==> config.mk <==
export PLATFORM = sky130hd
export DESIGN_NAME = distance_vector_route_table_unit
export DESIGN_NICKNAME = d
export VERILOG_FILES = /design/src/hdl/dvrt_pkg.sv /design/src/hdl/dvrt_ram.sv /design/src/hdl/dvrt_ctrl.sv /design/src/hdl/distance_vector_route_table_unit.sv
export SDC_FILE = /design/constraint.sdc
export NUM_CORES = 1
export LEC_CHECK = 0
export ABC_AREA = 0
export CAP_MARGIN = 15
export CORE_MARGIN = 3
export CORE_UTILIZATION = 40
export CTS_BUF_LIST = sky130_fd_sc_hd__clkbuf_4 sky130_fd_sc_hd__clkbuf_8
export CTS_CLUSTER_SIZE = 40
export DETAILED_ROUTE_END_ITERATION = 8
export DONT_BUFFER_PORTS = 1
export GPL_ROUTABILITY_DRIVEN = 0
export SLEW_MARGIN = 5
export SYNTH_ARGS = -nofsm -noshare
export SYNTH_HDL_FRONTEND = slang
export SYNTH_SLANG_ARGS = --single-unit
==> constraint.sdc <==
create_clock -name clk -period 6.6 [get_ports clk]
set_clock_uncertainty 0.15 [all_clocks]
set_input_delay 0.33 -clock clk [delete_from_list [all_inputs] [get_ports clk]]
set_output_delay 0.33 -clock clk [all_outputs]
set_load 0.03 [all_outputs]
==> src/hdl/dvrt_pkg.sv <==
// ----------------------------------------------------------------------------
// dvrt_pkg : shared types and constants of the distance vector route table
// Entry layout, action and status codes, result bundle.
// ----------------------------------------------------------------------------
package dvrt_pkg;

  localparam int DEFAULT_TABLE_DEPTH = 32;
  localparam int ID_W   = 8;
  localparam int COST_W = 8;
  localparam int IDX_W  = 5;

  localparam logic ACT_ADVERTISE = 1'b0;
  localparam logic ACT_DELETE    = 1'b1;

  typedef enum logic [2:0] {
    ST_ADDED    = 3'd0,
    ST_REPLACED = 3'd1,
    ST_IGNORED  = 3'd2,
    ST_FULL     = 3'd3,
    ST_DELETED  = 3'd4,
    ST_NOTFOUND = 3'd5
  } status_t;

  // one stored route
  typedef struct packed {
    logic [ID_W-1:0]   dest;
    logic [ID_W-1:0]   hop;
    logic [COST_W-1:0] cost;
  } entry_t;

  // one result item
  typedef struct packed {
    status_t           status;
    logic [IDX_W-1:0]  idx;
    logic [ID_W-1:0]   hop;
    logic [COST_W-1:0] cost;
  } res_t;

endpackage

==> src/hdl/dvrt_ram.sv <==
// ----------------------------------------------------------------------------
// dvrt_ram : generic simple dual port RAM
// One write port, one read port, read data registered.
// ----------------------------------------------------------------------------
module dvrt_ram #(
  parameter int WIDTH = 24,
  parameter int DEPTH = 32,
  localparam int AW = (DEPTH > 1) ? $clog2(DEPTH) : 1
) (
  input  logic             clk,
  input  logic             we,
  input  logic [AW-1:0]    waddr,
  input  logic [WIDTH-1:0] wdata,
  input  logic             re,
  input  logic [AW-1:0]    raddr,
  output logic [WIDTH-1:0] rdata
);

  logic [WIDTH-1:0] mem [DEPTH];
  logic [WIDTH-1:0] rdata_r;

  always_ff @(posedge clk) begin
    if (we) begin
      mem[waddr] <= wdata;
    end
    if (re) begin
      rdata_r <= mem[raddr];
    end
  end

  assign rdata = rdata_r;

endmodule

==> src/hdl/dvrt_ctrl.sv <==
// ----------------------------------------------------------------------------
// dvrt_ctrl : search and update sequencer
// Walks the table one slot a cycle, decides, writes back, hands the result on.
// ----------------------------------------------------------------------------
module dvrt_ctrl import dvrt_pkg::*; #(
  parameter int TABLE_DEPTH = DEFAULT_TABLE_DEPTH,
  localparam int AW = (TABLE_DEPTH > 1) ? $clog2(TABLE_DEPTH) : 1
) (
  input  logic              clk,
  input  logic              rst_n,
  // item
  input  logic              in_valid,
  output logic              in_ready,
  input  logic              in_action,
  input  logic [ID_W-1:0]   in_dest_id,
  input  logic [ID_W-1:0]   in_neighbor_id,
  input  logic [COST_W-1:0] in_advertised_distance,
  // result
  output logic              res_valid,
  input  logic              res_ready,
  output res_t              res,
  // RAM
  output logic              ram_we,
  output logic [AW-1:0]     ram_waddr,
  output entry_t            ram_wdata,
  output logic              ram_re,
  output logic [AW-1:0]     ram_raddr,
  input  entry_t            ram_rdata
);

  localparam int XW = (AW > IDX_W) ? AW : IDX_W;
  localparam logic [AW-1:0] LAST = AW'(TABLE_DEPTH - 1);

  typedef enum logic [1:0] {IDLE, SCAN, RESP} state_t;

  state_t             state_r, state_nxt;
  logic [TABLE_DEPTH-1:0] valid_r, valid_nxt;
  logic [AW-1:0]      rd_idx_r, rd_idx_nxt;
  logic               free_found_r, free_found_nxt;
  logic [AW-1:0]      free_idx_r, free_idx_nxt;
  logic               act_r;
  logic [ID_W-1:0]    dest_r, nbr_r;
  logic [COST_W-1:0]  adv_r;
  res_t               res_r, res_nxt;

  logic               hit, last, here_free;
  logic [COST_W:0]    sum;
  logic [COST_W-1:0]  new_cost;
  logic [AW-1:0]      slot;
  logic [XW-1:0]      slot_x;

  assign hit       = valid_r[rd_idx_r] && (ram_rdata.dest == dest_r);
  assign last      = (rd_idx_r == LAST);
  assign here_free = !valid_r[rd_idx_r];
  assign sum       = {1'b0, adv_r} + (COST_W+1)'(1);
  assign new_cost  = sum[COST_W] ? {COST_W{1'b1}} : sum[COST_W-1:0];

  always_comb begin
    state_nxt      = state_r;
    valid_nxt      = valid_r;
    rd_idx_nxt     = rd_idx_r;
    free_found_nxt = free_found_r;
    free_idx_nxt   = free_idx_r;
    res_nxt        = res_r;
    ram_we         = 1'b0;
    ram_waddr      = rd_idx_r;
    ram_wdata      = '{dest: dest_r, hop: nbr_r, cost: new_cost};
    ram_re         = 1'b0;
    ram_raddr      = rd_idx_r + AW'(1);
    slot           = rd_idx_r;
    slot_x         = XW'(rd_idx_r);

    unique case (state_r)
      IDLE: begin
        ram_raddr = '0;
        if (in_valid) begin
          ram_re         = 1'b1;
          rd_idx_nxt     = '0;
          free_found_nxt = 1'b0;
          state_nxt      = SCAN;
        end
      end
      SCAN: begin
        if (hit) begin
          state_nxt = RESP;
          if (act_r == ACT_DELETE) begin
            valid_nxt[rd_idx_r] = 1'b0;
            res_nxt = '{status: ST_DELETED, idx: slot_x[IDX_W-1:0],
                        hop: ram_rdata.hop, cost: ram_rdata.cost};
          end else if ((sum < {1'b0, ram_rdata.cost}) || (nbr_r == ram_rdata.hop)) begin
            ram_we  = 1'b1;
            res_nxt = '{status: ST_REPLACED, idx: slot_x[IDX_W-1:0],
                        hop: nbr_r, cost: new_cost};
          end else begin
            res_nxt = '{status: ST_IGNORED, idx: slot_x[IDX_W-1:0],
                        hop: ram_rdata.hop, cost: ram_rdata.cost};
          end
        end else if (last) begin
          state_nxt = RESP;
          if (act_r == ACT_DELETE) begin
            res_nxt = '{status: ST_NOTFOUND, idx: '0, hop: '0, cost: '0};
          end else if (free_found_r || here_free) begin
            slot = free_found_r ? free_idx_r : rd_idx_r;
            slot_x           = XW'(slot);
            ram_waddr        = slot;
            ram_we           = 1'b1;
            valid_nxt[slot]  = 1'b1;
            res_nxt = '{status: ST_ADDED, idx: slot_x[IDX_W-1:0],
                        hop: nbr_r, cost: new_cost};
          end else begin
            res_nxt = '{status: ST_FULL, idx: '0, hop: '0, cost: '0};
          end
        end else begin
          ram_re     = 1'b1;
          rd_idx_nxt = rd_idx_r + AW'(1);
          if (here_free && !free_found_r) begin
            free_found_nxt = 1'b1;
            free_idx_nxt   = rd_idx_r;
          end
        end
      end
      RESP: begin
        if (res_ready) begin
          state_nxt = IDLE;
        end
      end
      default: state_nxt = IDLE;
    endcase
  end

  always_ff @(posedge clk) begin
    if (!rst_n) begin
      state_r      <= IDLE;
      valid_r      <= '0;
      free_found_r <= 1'b0;
    end else begin
      state_r      <= state_nxt;
      valid_r      <= valid_nxt;
      free_found_r <= free_found_nxt;
    end
    rd_idx_r   <= rd_idx_nxt;
    free_idx_r <= free_idx_nxt;
    res_r      <= res_nxt;
    if (in_valid && in_ready) begin
      act_r  <= in_action;
      dest_r <= in_dest_id;
      nbr_r  <= in_neighbor_id;
      adv_r  <= in_advertised_distance;
    end
  end

  assign in_ready  = (state_r == IDLE);
  assign res_valid = (state_r == RESP);
  assign res       = res_r;

  // scan pointer never leaves the table
  a_idx_range: assert property (@(posedge clk) disable iff (!rst_n)
    (state_r == SCAN) |-> (rd_idx_r <= LAST))
    else $error("scan index beyond table");

  // remembered free slot really is free while scanning
  a_free_slot: assert property (@(posedge clk) disable iff (!rst_n)
    (state_r == SCAN && free_found_r) |-> !valid_r[free_idx_r])
    else $error("remembered free slot is occupied");

  // a waiting result holds until taken
  a_res_hold: assert property (@(posedge clk) disable iff (!rst_n)
    (res_valid && !res_ready) |=> (res_valid && $stable(res)))
    else $error("result changed while stalled");

  // an add or replace leaves the written slot valid
  a_wr_valid: assert property (@(posedge clk) disable iff (!rst_n)
    ram_we |-> valid_nxt[ram_waddr])
    else $error("written slot not marked valid");

endmodule

==> src/hdl/distance_vector_route_table_unit.sv <==
// ----------------------------------------------------------------------------
// distance_vector_route_table_unit : distance vector route table
// Route entries in RAM, valid bits in flops, linear search and write-back.
//
//   channel | ports                                   | direction
//   --------+-----------------------------------------+----------
//   in      | in_valid/in_ready, action, dest, nbr,   | input
//           | advertised distance                     |
//   out     | out_valid/out_ready, status, index,     | output
//           | next hop, distance                      |
//
// An item transfers in and starts the first read, then the search steps
// through the slots in turn via the single RAM read port, then the result
// passes to the output register. A hit ends the search early.
// Reset clears all valid bits at once.
// A result stalled at the output register holds the sequencer in its
// response state; the next item transfers once the result has moved on.
// ----------------------------------------------------------------------------
module distance_vector_route_table_unit import dvrt_pkg::*; #(
  parameter int TABLE_DEPTH = DEFAULT_TABLE_DEPTH
) (
  input  logic              clk,
  input  logic              rst_n,
  input  logic              in_valid,
  output logic              in_ready,
  input  logic              in_action,
  input  logic [ID_W-1:0]   in_dest_id,
  input  logic [ID_W-1:0]   in_neighbor_id,
  input  logic [COST_W-1:0] in_advertised_distance,
  output logic              out_valid,
  input  logic              out_ready,
  output logic [2:0]        out_status,
  output logic [IDX_W-1:0]  out_entry_index,
  output logic [ID_W-1:0]   out_route_next_hop,
  output logic [COST_W-1:0] out_route_distance
);

  localparam int AW = (TABLE_DEPTH > 1) ? $clog2(TABLE_DEPTH) : 1;

  logic          res_valid, res_ready;
  res_t          res;
  logic          ram_we, ram_re;
  logic [AW-1:0] ram_waddr, ram_raddr;
  entry_t        ram_wdata, ram_rdata;
  logic          out_valid_r;
  res_t          out_r;

  dvrt_ctrl #(.TABLE_DEPTH(TABLE_DEPTH)) u_ctrl (
    .clk                    (clk),
    .rst_n                  (rst_n),
    .in_valid               (in_valid),
    .in_ready               (in_ready),
    .in_action              (in_action),
    .in_dest_id             (in_dest_id),
    .in_neighbor_id         (in_neighbor_id),
    .in_advertised_distance (in_advertised_distance),
    .res_valid              (res_valid),
    .res_ready              (res_ready),
    .res                    (res),
    .ram_we                 (ram_we),
    .ram_waddr              (ram_waddr),
    .ram_wdata              (ram_wdata),
    .ram_re                 (ram_re),
    .ram_raddr              (ram_raddr),
    .ram_rdata              (ram_rdata)
  );

  // dest, hop and cost of every slot in one word
  dvrt_ram #(.WIDTH($bits(entry_t)), .DEPTH(TABLE_DEPTH)) u_ram (
    .clk   (clk),
    .we    (ram_we),
    .waddr (ram_waddr),
    .wdata (ram_wdata),
    .re    (ram_re),
    .raddr (ram_raddr),
    .rdata (ram_rdata)
  );

  // output register: loads whenever empty or being drained
  assign res_ready = !out_valid_r || out_ready;

  always_ff @(posedge clk) begin
    if (!rst_n) begin
      out_valid_r <= 1'b0;
    end else if (res_ready) begin
      out_valid_r <= res_valid;
    end
    if (res_ready && res_valid) begin
      out_r <= res;
    end
  end

  assign out_valid          = out_valid_r;
  assign out_status         = out_r.status;
  assign out_entry_index    = out_r.idx;
  assign out_route_next_hop = out_r.hop;
  assign out_route_distance = out_r.cost;

endmodule
Yosys cells after proc, flatten, opt, wreduce, memory -nomap -nowiden
Memories as Yosys holds them, arrays and structs flattened. A register that Yosys moved wholly into a read port is not among the register bits.
Index checks and enable logic that the tools add are counted.
{"block": "totals", "ff_bits": 119, "ramBits": 768, "elab_cells": 118, "n_memories": 1}
{"memory": "u_ram.mem", "depth": 32, "width": 24, "read_ports": 1, "rd_ports_with_merged_regs": 1, "wr": 1, "line": "dvrt_ram.sv:19", "source": "logic [WIDTH-1:0] mem [DEPTH];"}
{"block": "op_classes", "add_sub_neg": 2, "order_cmp": 5, "eq_ne": 13, "n_mux": 52, "n_bitwise": 5, "reduce_logical": 22}
{"op": "$mux 32", "n": 5}
{"op": "$mux 24", "n": 4}
{"op": "$mux 5", "n": 10}
{"op": "$mux 23", "n": 2}
{"op": "$and 32x32->32", "n": 1}
{"op": "$not 32->32", "n": 1}
{"op": "$or 32x32->32", "n": 1}
{"op": "$mux 1", "n": 19}
{"op": "$eq 8x8->1", "n": 2}
{"op": "$lt 5x6->1 const B", "n": 2}
{"op": "$demux 1 s5", "n": 2}
{"op": "$ge 5x1->1 const B", "n": 2}
{"op": "$pmux 5 s2", "n": 1}
{"op": "$reduce_and 5->1", "n": 2}
{"op": "$add 8x1->9 const B", "n": 1}
{"op": "$lt 9x8->1", "n": 1}
{"op": "$mux 2", "n": 4}
{"op": "$mux 8", "n": 1}
{"op": "$ne 2x2->1 const B", "n": 4}
{"op": "$reduce_and 4->1", "n": 2}
{"op": "$logic_and 1x1->1", "n": 6}
{"op": "$ne 2x1->1 const B", "n": 3}
{"op": "$pmux 2 s3", "n": 1}
{"op": "$reduce_bool 2->1", "n": 3}
{"op": "other kinds (13)", "n": 19}

Depth between registers and ports, before layout
{"block": "logic_depth", "ltp_word": 11, "ltp_mapped": 13, "mapped_depth_nobuf": 11}

Modules after synthesis
Synthesis repeated with hierarchy kept, for this count alone.
{"block": "hier_totals", "cells_unflattened": 2174, "area_unflattened_um2": 36408.7}
{"module": "dvrt_ram", "n_inst": 1, "cells_each": 1711, "area_per_inst_um2": 30720.7, "seq_area_each_um2": 23782.8}
{"module": "dvrt_ctrl", "n_inst": 1, "cells_each": 434, "area_per_inst_um2": 4909.7, "seq_area_each_um2": 2472.4}
{"module": "distance_vector_route_table_unit", "n_inst": 1, "cells_each": 29, "area_per_inst_um2": 778.2, "seq_area_each_um2": 740.7}

Worst setup path before layout
OpenSTA, ideal clock, no wires.
{"block": "synth_timing", "path_kind": "flip-flop to flip-flop", "from": "reg u_ctrl.adv_r[0]", "to": "mem u_ram.mem[10][0] (enable)", "t_arrival_ns": 4.293, "setup_slack_ns": 1.722, "stages_incl_launch_ff": 13, "synth_period_minus_slack_ns": 4.878, "path_cell_list": "edfxtp_1 > ha_1 > nand3_1 > nor2_1 > xor2_1 > ha_1 > a21oi_1 > o21ai_0 > and2_1 > o41ai_1 > a32oi_1 > buf_2 > nor3_1"}
{"block": "synth_between", "elab_chain_cells": 9}
{"item": "start, declared", "line": "dvrt_ctrl.sv:43", "source": "logic [COST_W-1:0] adv_r;"}
{"item": "start signal, assigned", "line": "dvrt_ctrl.sv:148", "source": "adv_r <= in_advertised_distance;"}
{"item": "$add 8x1->9", "line": "dvrt_ctrl.sv:55", "source": "assign sum = {1'b0, adv_r} + (COST_W+1)'(1);"}
{"item": "$lt 9x8->1", "line": "dvrt_ctrl.sv:90", "source": "end else if ((sum < {1'b0, ram_rdata.cost}) || (nbr_r == ram_rdata.hop)) begin"}
{"item": "$logic_or 1x1->1", "line": "dvrt_ctrl.sv:90"}
{"item": "$mux 1", "line": "dvrt_ctrl.sv:90"}
{"item": "$mux 1", "line": "dvrt_ctrl.sv:86", "source": "if (act_r == ACT_DELETE) begin"}
{"item": "$mux 1", "line": "dvrt_ctrl.sv:84", "source": "if (hit) begin"}
{"item": "$mux 1", "line": "dvrt_ctrl.sv:73", "source": "unique case (state_r)"}
{"item": "$mux 1", "line": "dvrt_ram.sv:23", "source": "if (we) begin"}
{"item": "$mux 1 (not written as such)", "line": "dvrt_ram.sv:24", "source": "mem[waddr] <= wdata;"}
{"item": "end, declared", "line": "dvrt_ram.sv:19"}
Every way passes these cells.

Worst setup path after layout
{"block": "layout_timing", "from": "reg u_ctrl.dest_r[4]", "to": "mem u_ram.mem[0][16] (enable)"}
{"block": "layout_between", "elab_chain_cells": 6}
{"item": "start, declared", "line": "dvrt_ctrl.sv:42", "source": "logic [ID_W-1:0] dest_r, nbr_r;"}
{"item": "start signal, assigned", "line": "dvrt_ctrl.sv:146", "source": "dest_r <= in_dest_id;"}
{"item": "$eq 8x8->1 *", "line": "dvrt_ctrl.sv:52", "source": "assign hit = valid_r[rd_idx_r] && (ram_rdata.dest == dest_r);"}
{"item": "$logic_and 1x1->1 *", "line": "dvrt_ctrl.sv:52"}
{"item": "$mux 1", "line": "dvrt_ctrl.sv:84"}
{"item": "$mux 1", "line": "dvrt_ctrl.sv:73"}
{"item": "$mux 1", "line": "dvrt_ram.sv:23"}
{"item": "$mux 1 (not written as such)", "line": "dvrt_ram.sv:24"}
Mark *: on every way between the ends. The rest lies on a longest branch, timed or not.

==> out/results.tsv <==
stage	metric	value	unit
floorplan	Die Span X	306.6	um
drt	WL per Instance	28.18	um
worst_setup_path	Setup Crit Path Kind	register to register	
worst_setup_path	FF-to-FF End	u_ram.mem[0][16]	
min_path	hold depth	1	
timing	Final min period	4.755	ns
global_routing	met3 GRT Util	4.339	%
floorplan	core box area	89060	um^2
worst_setup_path	flop-to-flop setup slack	1.85	ns
drt	Detail Route Antenna Nets	0	
drt	Vias	20470	
clock_tree	CTS resizes	0	
worst_setup_path	slowest stage delay, CP	1.00	ns
drt	DRT iter0 DRCs	2643	
global_routing	Congestion Overflow GR	0	
synthesis	yosys synthesis warning count	0	
synthesis	sequential area share after synthesis	74.68	%
cells_and_area	Final Net Count	2179	
cells_and_area	Area Overhead vs Synth	14.27	%
place	Post-DP HPWL	51190	um
global_routing	Total GRT Usage	20.57	%
worst_setup_path	slowest library cell on the worst path	edfxtp_1	
synthesis	register bit total from synthesis	911	
timing	number of setup violations in the final report	0	
timing	Hold WS	0.08170	ns
clock_tree	clk_lat worst skew	0.79	ns
synthesis	Synth area leader	edfxtp_1	
global_routing	first-pass GRT wire length	140600	um
timing	Max Clock Freq	0.2103	GHz
synthesis	top_reg_cell synth	edfxtp_1	
timing	TNS Setup	0	ns
synthesis	Syn Nets	2048	
clock_tree	CTS max path bufs	3	
drt	routed vias/inst	5.988	
global_routing	initial antenna violation count	3	
synthesis	Syn Area/Cell	18.02	um^2
flow_run	Max-cap violations	0	
worst_setup_path	critical path buffer and inverter count	2	
synthesis	async set or reset register ratio after synthesis	0	%
power_and_ir_drop	Power Dens Cells	298.6	nW/um^2
floorplan	die area	94020	um^2
clock_tree	CTS root buf	clkbuf_8	
cells_and_area	layout cell share with drive strength beyond 1	23.50	%
worst_setup_path	worst path arrival time	5.05	ns
synthesis	Synth cell types	58	
timing	Worst-Margin Slew	1.180	ns
synthesis	Netlist Area Pre-Place	36150	um^2
cells_and_area	most frequent cells in the layout	edfxtp_1 (875), clkbuf_8 (159), mux4_2 (144)	
cells_and_area	final non-filler cell total	3418	
worst_setup_path	critical-path cell list	xor2_1 -> nor4_1 -> buf_4 -> nand3_1 -> o221ai_1 -> mux2i_1 -> nor3_2 -> buf_4	
floorplan	Core Rows	109	
cells_and_area	post-route cell area	41310	um^2
power_and_ir_drop	LEAKAGE	12.85	nW
synthesis	Post-synth EDFFs	875	
drt	Pre-antenna DRT Iters	6	
floorplan	IO Count	55	
worst_setup_path	CP Data Required Time	6.89	ns
clock_tree	CTS tree	done	
clock_tree	Num CTS Buffers	148	
global_routing	global routing's busiest layer	met2	
worst_setup_path	crit-path max FO	33	
worst_setup_path	crit end category	register	
drt	drt drc	0	
timing	Final Cycle Share	72.04	%
min_path	hold path start	in_advertised_distance[3]	
synthesis	share of Yosys cell area claimed by the top area cell type	72.68	%
timing	Pins Over Slew Limit	0	
global_routing	maximum number of pins on one net before global-route repair	196	
worst_setup_path	nature of the critical path startpoint	register	
cells_and_area	commonest non-fill, non-tap cell in the layout	edfxtp_1	
global_routing	met2 global-route usage	31.48	%
place	DP Cell Count	3104	
clock_tree	Reg clk slew, reported paths	0.06	ns
timing	RSZ-0062 raised after global routing	no	
worst_setup_path	delay-heaviest family, CP	flip-flops	
global_routing	number of global-route vias before repair	20370	
global_routing	routing usage on met1	29.87	%
synthesis	Mapped Cells	2006	
drt	Routed WL	96320	um
clock_tree	Sink Count	911	
timing	final hold vios	0	
floorplan	initial core utilization	40.59	%
clock_tree	H-tree depth	4	
power_and_ir_drop	Max VDD drop	0.1414	mV
worst_setup_path	FF-to-FF path depth	8	
min_path	Worst Hold Path EP	u_ctrl.adv_r[3]	
worst_setup_path	cell repeated most along the worst path	buf_4	
place	Port Buffers	0	
place	dpl cell area	37920	um^2
floorplan	Die Height	306.6	um
min_path	Worst Hold Class	input pin to register	
worst_setup_path	worst r2r src	u_ctrl.dest_r[4]	
synthesis	ranking of synthesized cells by area	edfxtp_1 (73%), mux4_2 (9.0%), dfxtp_1 (2.0%), o211ai_1 (2.0%), o22ai_1 (1.8%)	
run_status	status	completed	
timing	Slew HR	21.34	%
==> routing by layer <==
layer  routed length, um  up-vias
li1                    -     8548
met1               40510    10660
met2               44670     1085
met3                8827      176
met4                2305        0
met5                   0        -
==> registers in the layout (all words and copies together), names as in the netlist, 8 cells and up <==
signal / count
u_ctrl.adv_r: 8
out_route_distance: 8
out_route_next_hop: 8
u_ram.rdata: 24
u_ctrl.valid_r: 32
u_ctrl.dest_r: 8
u_ctrl.res: 24
u_ram.mem: 768
u_ctrl.nbr_r: 8
==> logic make-up after synthesis <==
family | synth area share, %
flip-flops | 74.68
AO/OA/AOI/OAI | 7.871
AND/OR/NAND/NOR | 3.755
multiplexers | 10.50
buffers and inverters | 2.163
XOR/XNOR | 0.5815
adder cells (fa/ha/maj) | 0.4499
==> final cells by class <==
| type | count | area, um^2 |
|---|---|---|
| multi-input combinational | 905 | 8620 |
| clock inverter | 54 | 311.5 |
| tap | 1165 | 1458 |
| fill | 7486 | 47750 |
| timing repair buffer | 124 | 1169 |
| sequential | 911 | 27000 |
| clock buffer | 210 | 2571 |
| inverter | 47 | 181.4 |
| antenna | 2 | 5.005 |
==> cells in the mapped netlist, types with 3 or more instances <==
| cell type | instances |
|---|---|
| a221oi_1 | 8 |
| nand3_1 | 15 |
| inv_1 | 46 |
| and3_1 | 10 |
| o22ai_1 | 106 |
| xnor2_1 | 5 |
| o32ai_1 | 17 |
| nor3_1 | 40 |
| o21ai_0 | 110 |
| or3_1 | 96 |
| buf_1 | 19 |
| mux2i_1 | 25 |
| xor2_1 | 19 |
| nand2_1 | 23 |
| buf_2 | 31 |
| nand2b_1 | 5 |
| mux4_2 | 144 |
| a21boi_0 | 3 |
| nor2_1 | 29 |
| o21ai_1 | 8 |
| mux2_2 | 26 |
| ha_1 | 13 |
| edfxtp_1 | 875 |
| nor4_1 | 5 |
| dfxtp_1 | 36 |
| o31ai_1 | 3 |
| a32o_1 | 9 |
| buf_6 | 3 |
| and2_1 | 10 |
| o21a_1 | 17 |
| o211ai_1 | 96 |
| nor2b_1 | 8 |
| clkbuf_1 | 88 |
| a21oi_1 | 6 |
| a31oi_1 | 21 |
| a32oi_1 | 3 |
==> worst max-delay path by stage <==
stage / startpoint / end / slack [ns] / cells past startpoint
floorplan: u_ctrl.adv_r[0] / u_ram.mem[10][0] / 1.72 / 12
global placement: u_ctrl.adv_r[0] / u_ram.mem[24][6] / 2.06 / 14
detailed placement: u_ctrl.dest_r[4] / u_ram.mem[0][16] / 1.95 / 8
CTS: u_ctrl.dest_r[4] / u_ram.mem[28][0] / 1.92 / 8
global route: u_ctrl.dest_r[4] / u_ram.mem[4][9] / 1.62 / 8
finish: u_ctrl.dest_r[4] / u_ram.mem[0][16] / 1.85 / 8
==> where the power goes <==
part / internal (mW) / switching, mW / total [mW]
clock: 2.58 / 2.18 / 4.76
sequential: 6.43 / 0.0974 / 6.52
combinational: 0.402 / 0.647 / 1.05
total: 9.41 / 2.92 / 12.3
==> repair_timing <==
| item | in CTS | in global routing |
|---|---|---|
| hold buffers | 46 | 0 |
| endpoints found under the hold margin | 72 | 0 |
| setup buffers | 0 | 0 |
==> per-stage QoR <==
step                power [mW]  utilization [%]  setup slack [ns]
finish                   12.34            46.39             1.845
global route             12.79            46.38             1.618
CTS                      12.42            46.35             1.917
detailed placement       7.652            42.58             1.947
global placement         7.630            42.55             2.062
floorplan                7.290                -             1.722
Note: power is estimated with default switching activity, not from simulation.
